**src/hw/rtl/rcmsd_pkg.sv**
```systemverilog
package rcmsd_pkg;

	localparam int NUM_BOUNDS = 5;
	localparam int THR_W      = 12;
	localparam int BOUND_W    = 2 * THR_W;
	localparam int COUNT_W    = 8;

	typedef logic [2:0]       level_t;
	typedef logic [THR_W-1:0] usec_t;

	localparam level_t MAX_LEVEL = 3'd5;
	localparam level_t ROLL_BASE = 3'd3;

	// configuration register indexes
	typedef enum logic [2:0] {
		REG_BOUNDARY_ONE   = 3'd0,
		REG_BOUNDARY_TWO   = 3'd1,
		REG_BOUNDARY_THREE = 3'd2,
		REG_BOUNDARY_FOUR  = 3'd3,
		REG_BOUNDARY_FIVE  = 3'd4,
		REG_CONFIRM_TICKS  = 3'd5,
		REG_VALID_MIN      = 3'd6,
		REG_VALID_MAX      = 3'd7
	} reg_idx_t;

	localparam logic [BOUND_W-1:0] RST_BOUNDARY_ONE   = 24'd5096674;
	localparam logic [BOUND_W-1:0] RST_BOUNDARY_TWO   = 24'd5600605;
	localparam logic [BOUND_W-1:0] RST_BOUNDARY_THREE = 24'd6034887;
	localparam logic [BOUND_W-1:0] RST_BOUNDARY_FOUR  = 24'd6882966;
	localparam logic [BOUND_W-1:0] RST_BOUNDARY_FIVE  = 24'd7706463;
	localparam logic [COUNT_W-1:0] RST_CONFIRM_TICKS  = 8'd3;
	localparam usec_t              RST_VALID_MIN      = 12'd850;
	localparam usec_t              RST_VALID_MAX      = 12'd2150;

	// bits 11:0 upward threshold, bits 23:12 downward threshold
	typedef struct packed {
		logic [NUM_BOUNDS-1:0][BOUND_W-1:0] boundary;
		logic [COUNT_W-1:0]                 confirm_ticks;
		usec_t                              valid_min_us;
		usec_t                              valid_max_us;
	} cfg_t;

	typedef struct packed {
		logic [1:0]         flight_mode;
		logic               roll_on;
		level_t             candidate_level;
		logic [COUNT_W-1:0] confirm_count;
	} res_t;

	// level mod 3
	function automatic logic [1:0] level_mode(input level_t lvl);
		logic [1:0] m;
		case (lvl) inside
			3'd0, 3'd3: m = 2'd0;
			3'd1, 3'd4: m = 2'd1;
			default:    m = 2'd2;
		endcase
		return m;
	endfunction

endpackage

```
**src/hw/rtl/rcmsd_cfg.sv**
```systemverilog
module rcmsd_cfg (
	input  logic                 clk,
	input  logic                 arst_n,
	input  logic                 wr_en,
	input  logic [2:0]           wr_index,
	input  logic [23:0]          wr_data,
	output rcmsd_pkg::cfg_t      cfg
);

	rcmsd_pkg::cfg_t cfg_q;

	always_ff @(posedge clk or negedge arst_n) begin
		if (!arst_n) begin
			cfg_q.boundary[0]   <= rcmsd_pkg::RST_BOUNDARY_ONE;
			cfg_q.boundary[1]   <= rcmsd_pkg::RST_BOUNDARY_TWO;
			cfg_q.boundary[2]   <= rcmsd_pkg::RST_BOUNDARY_THREE;
			cfg_q.boundary[3]   <= rcmsd_pkg::RST_BOUNDARY_FOUR;
			cfg_q.boundary[4]   <= rcmsd_pkg::RST_BOUNDARY_FIVE;
			cfg_q.confirm_ticks <= rcmsd_pkg::RST_CONFIRM_TICKS;
			cfg_q.valid_min_us  <= rcmsd_pkg::RST_VALID_MIN;
			cfg_q.valid_max_us  <= rcmsd_pkg::RST_VALID_MAX;
		end else if (wr_en) begin
			unique case (rcmsd_pkg::reg_idx_t'(wr_index))
				rcmsd_pkg::REG_BOUNDARY_ONE:   cfg_q.boundary[0] <= wr_data;
				rcmsd_pkg::REG_BOUNDARY_TWO:   cfg_q.boundary[1] <= wr_data;
				rcmsd_pkg::REG_BOUNDARY_THREE: cfg_q.boundary[2] <= wr_data;
				rcmsd_pkg::REG_BOUNDARY_FOUR:  cfg_q.boundary[3] <= wr_data;
				rcmsd_pkg::REG_BOUNDARY_FIVE:  cfg_q.boundary[4] <= wr_data;
				rcmsd_pkg::REG_CONFIRM_TICKS:  cfg_q.confirm_ticks <= wr_data[7:0];
				rcmsd_pkg::REG_VALID_MIN:      cfg_q.valid_min_us <= wr_data[11:0];
				rcmsd_pkg::REG_VALID_MAX:      cfg_q.valid_max_us <= wr_data[11:0];
				default: ;
			endcase
		end
	end

	assign cfg = cfg_q;

endmodule

```
**src/hw/rtl/rcmsd_core.sv**
```systemverilog
module rcmsd_core (
	input  logic             clk,
	input  logic             arst_n,
	input  logic             advance,
	input  logic [11:0]      pulse_us,
	input  logic             signal_lost,
	input  rcmsd_pkg::cfg_t  cfg,
	output rcmsd_pkg::res_t  res
);

	rcmsd_pkg::level_t committed_q, pending_q;
	logic [7:0]        count_q;
	logic              first_q;

	rcmsd_pkg::level_t committed_d, pending_d, cand;
	logic [7:0]        count_d, count_inc;
	logic [rcmsd_pkg::NUM_BOUNDS-1:0] below;
	logic              in_win, frozen;

	// Schmitt decode: a boundary at or above the committed level uses its upward threshold
	always_comb begin
		in_win = (pulse_us >= cfg.valid_min_us) && (pulse_us <= cfg.valid_max_us);
		for (int k = 0; k < rcmsd_pkg::NUM_BOUNDS; k++) begin
			if (committed_q <= rcmsd_pkg::level_t'(k))
				below[k] = pulse_us < cfg.boundary[k][rcmsd_pkg::THR_W-1:0];
			else
				below[k] = pulse_us < cfg.boundary[k][rcmsd_pkg::BOUND_W-1:rcmsd_pkg::THR_W];
		end
		cand = rcmsd_pkg::MAX_LEVEL;
		for (int k = rcmsd_pkg::NUM_BOUNDS - 1; k >= 0; k--) begin
			if (below[k])
				cand = rcmsd_pkg::level_t'(k);
		end
		if (!in_win)
			cand = committed_q;
	end

	assign frozen    = signal_lost || (pulse_us == '0);
	assign count_inc = count_q + 8'd1;

	always_comb begin
		committed_d = committed_q;
		pending_d   = pending_q;
		count_d     = count_q;
		if (!frozen) begin
			if (first_q) begin
				committed_d = cand;
				pending_d   = cand;
				count_d     = cfg.confirm_ticks;
			end else if (cand == pending_q) begin
				if (count_q < cfg.confirm_ticks) begin
					count_d = count_inc;
					if (count_inc >= cfg.confirm_ticks)
						committed_d = cand;
				end
			end else begin
				pending_d = cand;
				count_d   = 8'd1;
			end
		end
	end

	always_ff @(posedge clk or negedge arst_n) begin
		if (!arst_n) begin
			committed_q <= '0;
			pending_q   <= '0;
			count_q     <= '0;
			first_q     <= 1'b1;
		end else if (advance) begin
			committed_q <= committed_d;
			pending_q   <= pending_d;
			count_q     <= count_d;
			first_q     <= 1'b0;
		end
	end

	assign res.flight_mode     = rcmsd_pkg::level_mode(committed_d);
	assign res.roll_on         = committed_d >= rcmsd_pkg::ROLL_BASE;
	assign res.candidate_level = pending_d;
	assign res.confirm_count   = count_d;

	a_committed_range: assert property (@(posedge clk) disable iff (!arst_n)
		committed_q <= rcmsd_pkg::MAX_LEVEL)
		else $error("committed level out of range");

	a_pending_range: assert property (@(posedge clk) disable iff (!arst_n)
		pending_q <= rcmsd_pkg::MAX_LEVEL)
		else $error("pending level out of range");

	a_first_clears: assert property (@(posedge clk) disable iff (!arst_n)
		advance |=> !first_q)
		else $error("first tick flag not cleared");

	a_frozen_holds: assert property (@(posedge clk) disable iff (!arst_n)
		advance && frozen |=> $stable(committed_q) && $stable(pending_q) && $stable(count_q))
		else $error("state changed on a frozen tick");

	a_new_level_no_commit: assert property (@(posedge clk) disable iff (!arst_n)
		advance && !frozen && !first_q && (cand != pending_q)
		|=> $stable(committed_q) && (count_q == 8'd1))
		else $error("new pending level committed early");

endmodule

```
**src/hw/rtl/rc_mode_switch_hysteresis_debounce.sv**
```systemverilog
// RC mode switch decoder. Each transfer on the input channel carries one tick
// (pulse width in microseconds plus a signal-lost flag) and yields exactly one
// result: the committed flight mode and roll switch, the level waiting for
// confirmation and its repeat count. Pulses map onto six levels through five
// boundaries with separate upward and downward thresholds; pulses outside the
// valid window repeat the committed level, and lost or zero pulses freeze the
// committed and pending levels and the repeat count. A tick is accepted every
// clock while the output is not stalled; the result passes through the input
// register, then the result register. The rate is set by the committed/pending
// level and repeat counter updating as each tick advances, read by the next
// tick. Configuration writes must only be issued while no tick is in flight.
module rc_mode_switch_hysteresis_debounce (
	input  logic        clk,
	input  logic        arst_n,
	input  logic        in_valid,
	output logic        in_ready,
	input  logic [11:0] pulse_us,
	input  logic        signal_lost,
	output logic        out_valid,
	input  logic        out_ready,
	output logic [1:0]  flight_mode,
	output logic        roll_on,
	output logic [2:0]  candidate_level,
	output logic [7:0]  confirm_count,
	input  logic        cfg_valid,
	output logic        cfg_ready,
	input  logic [2:0]  cfg_index,
	input  logic [23:0] cfg_data
);

	rcmsd_pkg::cfg_t cfg;
	rcmsd_pkg::res_t res, res_s2;

	logic        valid_s1, valid_s2;
	logic [11:0] pulse_s1;
	logic        lost_s1;
	logic        advance;

	assign cfg_ready = 1'b1;

	rcmsd_cfg u_cfg (
		.clk      (clk),
		.arst_n   (arst_n),
		.wr_en    (cfg_valid),
		.wr_index (cfg_index),
		.wr_data  (cfg_data),
		.cfg      (cfg)
	);

	// stage 1 moves on when the result register is empty or being drained
	assign advance  = valid_s1 && (!valid_s2 || out_ready);
	assign in_ready = !valid_s1 || advance;

	always_ff @(posedge clk or negedge arst_n) begin
		if (!arst_n) begin
			valid_s1 <= 1'b0;
			valid_s2 <= 1'b0;
		end else begin
			if (in_valid && in_ready)
				valid_s1 <= 1'b1;
			else if (advance)
				valid_s1 <= 1'b0;
			if (advance)
				valid_s2 <= 1'b1;
			else if (out_ready)
				valid_s2 <= 1'b0;
		end
	end

	always_ff @(posedge clk) begin
		if (in_valid && in_ready) begin
			pulse_s1 <= pulse_us;
			lost_s1  <= signal_lost;
		end
		if (advance)
			res_s2 <= res;
	end

	rcmsd_core u_core (
		.clk         (clk),
		.arst_n      (arst_n),
		.advance     (advance),
		.pulse_us    (pulse_s1),
		.signal_lost (lost_s1),
		.cfg         (cfg),
		.res         (res)
	);

	assign out_valid       = valid_s2;
	assign flight_mode     = res_s2.flight_mode;
	assign roll_on         = res_s2.roll_on;
	assign candidate_level = res_s2.candidate_level;
	assign confirm_count   = res_s2.confirm_count;

endmodule
```
**config.mk**
```make
export PLATFORM = sky130hd
export DESIGN_NAME = rc_mode_switch_hysteresis_debounce
export DESIGN_NICKNAME = d
export VERILOG_FILES = /design/src/hw/rtl/rcmsd_pkg.sv /design/src/hw/rtl/rcmsd_cfg.sv /design/src/hw/rtl/rcmsd_core.sv /design/src/hw/rtl/rc_mode_switch_hysteresis_debounce.sv
export SDC_FILE = /design/constraint.sdc
export NUM_CORES = 1
export LEC_CHECK = 0
export ABC_AREA = 1
export BUFFER_PORTS_ARGS = -buffer_cell sky130_fd_sc_hd__buf_2
export CAP_MARGIN = 10
export CELL_PAD_IN_SITES_DETAIL_PLACEMENT = 1
export CELL_PAD_IN_SITES_GLOBAL_PLACEMENT = 2
export CORE_AREA = 8 8 185 187
export DETAILED_ROUTE_END_ITERATION = 8
export DIE_AREA = 0 0 193 195
export PLACE_DENSITY_LB_ADDON = 0.1
export RECOVER_POWER = 50
export SLEW_MARGIN = 10
export SYNTH_ARGS = -nofsm -noshare
export SYNTH_HDL_FRONTEND = slang
export SYNTH_SLANG_ARGS = --single-unit
```
**constraint.sdc**
```tcl
create_clock -name clk -period 3.2 [get_ports clk]
set_input_delay 0.48 -clock clk [delete_from_list [all_inputs] [get_ports clk]]
set_output_delay 0.48 -clock clk [all_outputs]
set_load 0.01 [all_outputs]
```
=== After elaboration in Yosys (flattened, before gate mapping) ===
Cells that the tools add are included.

* Memory bits (writable): 0
* Bits in read-only memories: 0
* Register bits: 196
* Bits in latches: 0
* Logic and storage cells: 103
* Memories kept: 0

* Reductions and logical operators: 23
* $add $sub $neg: 1
* Div/mod/pow operators: 0
* Shift-type cells: 0
* Bitwise logic cells: 0
* Equality and inequality tests: 11
* Mux-type cells: 28
* Multiply operators: 0
* Magnitude comparators: 20

{| class="wikitable"
|+ Operators by type and width
! cell !! count
|-
| 12-bit < comparator || 10
|-
| 3-bit two-way mux || 13
|-
| 8-bit two-way mux || 4
|-
| 2-bit AND reduction || 8
|-
| 3-bit == test, second input constant || 5
|-
| 12-bit >= comparator || 1
|-
| 12-bit <= comparator || 1
|-
| 12-bit zero test || 1
|-
| 1-bit two-way mux || 10
|-
| 3-bit by 2-bit == test with 1-bit output, second input constant || 3
|-
| 8-bit by 1-bit adder with 8-bit output, second input constant || 1
|-
| 8-bit >= comparator || 1
|-
| 8-bit < comparator || 1
|-
| 3-bit by 1-bit == test with 1-bit output, second input constant || 2
|-
| 3-bit by 1-bit <= comparator with 1-bit output, second input constant || 2
|-
| 3-bit by 2-bit <= comparator with 1-bit output, second input constant || 2
|-
| 3-bit zero test || 2
|-
| 2-bit nonzero test || 2
|-
| 2-bit OR reduction || 2
|-
| 3-bit == test || 1
|-
| 3-bit by 2-bit >= comparator with 1-bit output, second input constant || 1
|-
| 3-bit <= comparator, second input constant || 1
|-
| 1-bit logical AND || 3
|-
| 1-bit logical OR || 3
|-
| other kinds (2) || 3
|}

=== Logic depth before layout (Yosys ltp) ===
* Word-level depth: 16
* Gate-level depth with buffers: 26
* Depth with buffers taken out: 26

=== Cells and area by module ===
A second synthesis with hierarchy kept.

* Cell total of the unflattened synthesis: 1,624
* Area total of the unflattened synthesis: 12,385.6 um^2

{| class="wikitable"
|+ Modules (own cells, without submodules)
! module !! area each (um^2) !! seq. area each (um^2) !! times used !! cells an instance
|-
| rcmsd_cfg || 6,053.3 || 3,897.5 || 1 || 678
|-
| rcmsd_core || 5,415.2 || 376.6 || 1 || 905
|-
| rc_mode_switch_hysteresis_debounce || 917.1 || 860.8 || 1 || 41
|}

=== Least setup slack after synthesis ===
OpenSTA, ideal clock, no wires.

* Path type: reg-to-reg
* Start: register u_core.count_q[0]
* End: register res_s2 (netlist bit flight_mode[1]), data pin
* Clock period less this slack: 2.708 ns
* Slack: 0.492 ns
* Data arrival time: 2.455 ns
* Cell stages (with the launch flop): 20
* Setup time: 0.253 ns
* Path through: dfrtp_1 > inv_1 > nor3_1 > nand3_1 > nor3_1 > xor2_1 > ha_1 > nand2_1 > nor2_1 > nand4_1 > o2111ai_1 > nand2_1 > inv_1 > nand3_1 > nand2_2 > nand2_1 > nand2_1 > nand2_1 > nor2_1 > nor2_1

* Word-level cells in the longest chain between the ends: 10
* Elaborated cells between the ends (all ways): 15

{| class="wikitable"
|+ Ends and longest elaborated chain
! item !! RTL line !! source
|-
| start: declaration || rcmsd_core.sv:12 || <nowiki>logic [7:0] count_q;</nowiki>
|-
| start signal: assignment || rcmsd_core.sv:72 || <nowiki>count_q <= count_d;</nowiki>
|-
| 8-bit by 1-bit adder with 8-bit output || rcmsd_core.sv:39 || <nowiki>assign count_inc = count_q + 8'd1;</nowiki>
|-
| 8-bit >= comparator || rcmsd_core.sv:53 || <nowiki>if (count_inc >= cfg.confirm_ticks)</nowiki>
|-
| 3-bit two-way mux || rcmsd_core.sv:53 ||
|-
| 3-bit two-way mux (*) || rcmsd_core.sv:51 || <nowiki>if (count_q < cfg.confirm_ticks) begin</nowiki>
|-
| 3-bit two-way mux (*) || rcmsd_core.sv:50 || <nowiki>end else if (cand == pending_q) begin</nowiki>
|-
| 3-bit two-way mux (*) || rcmsd_core.sv:46 || <nowiki>if (first_q) begin</nowiki>
|-
| 3-bit two-way mux (*) || rcmsd_core.sv:45 || <nowiki>if (!frozen) begin</nowiki>
|-
| 3-bit == test / 3-bit by 1-bit == test with 1-bit output (equally long branches) || rcmsd_core.sv:77 || <nowiki>assign res.flight_mode = rcmsd_pkg::level_mode(committed_d);</nowiki>
|-
| 2-bit OR reduction || rcmsd_pkg.sv:53 || <nowiki>case (lvl) inside</nowiki>
|-
| 2-bit two-way mux || rcmsd_pkg.sv:53 ||
|-
| end signal: assignment || rc_mode_switch_hysteresis_debounce.sv:76 || <nowiki>res_s2 <= res;</nowiki>
|-
| end: declaration || rc_mode_switch_hysteresis_debounce.sv:32 || <nowiki>rcmsd_pkg::res_t res, res_s2;</nowiki>
|}

Mark *: on every way between the ends. The rest lies on a longest branch, timed or not.
A chain may end at the register's enable or synchronous reset.

=== Worst setup path in the final report ===
* Start: register u_core.count_q[0]
* End: register res_s2 (netlist bit flight_mode[0]), data pin

Same word-level chain as after synthesis.

==> metrics.yaml <==
core_mm2: 0.0312
tns_ns: 0
cts_buffers: 17
yosys_warnings: 0
endpoint_kind: "flop"
area_growth_pct: 15.1
post-dp-hpwl_um: 26400
clock-skew-final_ns: 0.0137
peakVddDrop_v: 0.000389
clk_latency_ns: 0.45
detail_route.wl_per_cell_um: 18.0
drtIter0Drc: 445
die_x_um: 193
fin_ws_ns: 0.194
grt_pass1_wl_um: 57500
boundaryPins: 62
clkSlewWorstSetupHoldPaths_ns: 0.08
synth-seq-cells: 196
hold_viol: 0
grt_max_degree: 65
worstSetupPathType: "flop to flop"
rsz0062_at_grt: "true"
hold_path_class: "primary input to flop"
synth_top_area_cell: "dfrtp_1"
io_buffers: 60
routed_via_density: 4.81
synth_area_mm2: 0.0118
cp_max_fo: 4
yosysTopAreaCellShare_pct: 19.8
final.period_utilization_pct: 93.9
die_h_um: 195
grt_pass1_vias: 10100
run_status: "finished, violations left"
die_area_mm2: 0.0376
gr-total-overflow: 0
avgSynthCellArea_um2: 8.03
initial_core_util_pct: 37.7
cp-start-kind: "flop"
ys_seq_area_share_pct: 43.6
post-route-util_pct: 43.4
arrival_ns: 3.22
drc: 0
synth_area_leaders: "dfrtp_1 20%, dfstp_2 17%, ha_1 16%, nand2_1 14%, inv_1 8.2%"
vias: 9466
fmax_mhz: 333
report.final.setup_viol: 0
cp.required_ns: 3.41
yosys.cell_types.count: 33
violations: "max-capacitance violations, max-slew violations"
power_density_mw_per_mm2: 650
drive_gt1_share_pct: 16.7
period_minus_slack_ns: 3.01
cts_tree: "done"
slew_headroom_pct: -16.7
antenna_found_initial: 0
dp_slack_ns: -0.0619
ant_nets: 0
syn-num-nets: 1661
max_slew.worst_pin.slew_ns: 1.75
cts_root_buf: "clkbuf_16"
cts.sinks: 196
dr.pass1.iters: 4
rows: 65
cap_violations: 1
track_usage_pct: 19.8
gp_congestion: 0.776
hold_buffers: 0
cts_htree_levels: 4
syn-instance-count: 1465
leakage_uw: 0.00685
num-nets-final: 1746
slew_viol_final: 65
drt_wl_total_um: 35400
clockBufferDepth: 2
[cells in the mapped netlist, drive strengths merged]
library cell / count
edfxtp: 27
nand4: 7
a21o: 2
nand3b: 3
o21a: 1
nor4: 3
o21ai: 192
dfrtp: 93
nor3: 7
dfstp: 76
inv: 261
and2: 4
nor2: 51
o211ai: 2
xor2: 7
conb: 1
nand2: 438
o2111ai: 1
clkbuf: 34
ha: 151
clkinv: 1
nand3: 30
a21oi: 67
buf: 5
a31oi: 1
[routing by layer]
metal / vias to the layer above / global-route usage (%) / wire length, um
met5: - / 0 / 0
met4: 0 / 5.61 / 744
met3: 32 / 3.33 / 901
met2: 84 / 33.1 / 16900
met1: 4532 / 26.1 / 16900
li1: 4818 / - / -
[critical path, cell delays in order (launching register included)]
cell	delay (ns)
dfrtp_1	0.39
inv_1	0.10
nor3_4	0.23
nand3_2	0.12
nor3_2	0.16
xor2_1	0.31
ha_1	0.31
nand2_1	0.10
nor2_1	0.07
nand4_1	0.07
o2111ai_1	0.15
nand2_1	0.12
inv_1	0.05
nand3_2	0.10
nand2_4	0.08
nand2_2	0.10
nand2_2	0.05
nand2_2	0.11
inv_2	0.05
nand3_1	0.06
nand2_1	0.05
[state kept, by name, indices dropped and copies added (netlist names), 2 cells and up]
signal	cells
u_core.committed_q	3
u_core.pending_q	3
u_core.count_q	8
u_cfg.cfg	152
confirm_count	8
candidate_level	3
pulse_s1	12
flight_mode	2
[logic make-up after synthesis]
group / Yosys count / synth area share (%)
adders and majority gates: 151 / 16.1
AOI/OAI and AO/OA: 266 / 11.8
DFF: 196 / 43.6
and+or+nand+nor: 543 / 18.2
other: 1 / 0.0319
buffers and inverters: 301 / 9.76
xor gates and xnor gates: 7 / 0.521
[metrics by stage]
stage,cells,hold slack [ns],power (uW),area (um^2)
after floorplan,1465,0.184,5470,11800
after global placement,1921,0.466,6370,12700
after detailed placement,1921,0.473,6470,12700
after CTS,1957,0.0430,8780,13300
after global routing,1965,0.175,9560,13500
final,1966,0.198,8810,13600
[placed cells by master (no fill, tap or decap), types with 8 or more instances in the layout]
master and instances:
nand3_2 8, nor2_1 40, clkbuf_16 18, o21ai_0 176, nor2_2 9, nand3_1 22, inv_1 257, edfxtp_1 27
buf_2 55, ha_1 149, nand2_1 424, nand2_2 11, dfstp_2 76, a21oi_1 61, clkbuf_1 11, buf_4 30
dfrtp_1 93, o21ai_1 9
[repair_timing]
action                                  4_1_cts  5_1_grt
endpoints found under the setup margin        4       22
setup buffers                                 4        8
resized for setup                             3       51
pin swaps                                     0       15
[worst paths after layout]
kind                                               start  slack (ns)                            to  cells after the start
setup / recovery           u_core.count_q[0]$_DFFE_PN0P_        0.19  flight_mode[0]$_SDFFCE_PP0P_                     20
hold / removal                               pulse_us[7]        0.20         pulse_s1[7]$_DFFE_PP_                      1
setup reg to reg           u_core.count_q[0]$_DFFE_PN0P_        0.19  flight_mode[0]$_SDFFCE_PP0P_                     20
hold reg to reg               u_cfg.cfg[142]$_DFFE_PN0P_        0.49    u_cfg.cfg[142]$_DFFE_PN0P_                      2
max in group asynchronous                         arst_n        0.61    u_cfg.cfg[122]$_DFFE_PN0P_                      2
min in group asynchronous                         arst_n        0.48      u_cfg.cfg[4]$_DFFE_PN0P_                      1
[where the power goes]
part           switching [uW]  internal (uW)  leakage [uW]  total, uW
logic                    1990           1150       0.00433       3140
registers                 271           3180       0.00224       3450
clock network            1030           1200      0.000283       2230
total                    3290           5530       0.00685       8810
[final cells by class]
cell class / instances / area (um^2)
diodes: 1 / 2.50
well taps: 402 / 503
clock inverters: 11 / 126
clock buffers: 21 / 462
inverters: 262 / 983
fillers: 3802 / 17700
repair buffers: 105 / 664
multi-input cells: 968 / 5670
flip-flops and latches: 196 / 5130
No activity file was read; power rests on OpenSTA's default activity.
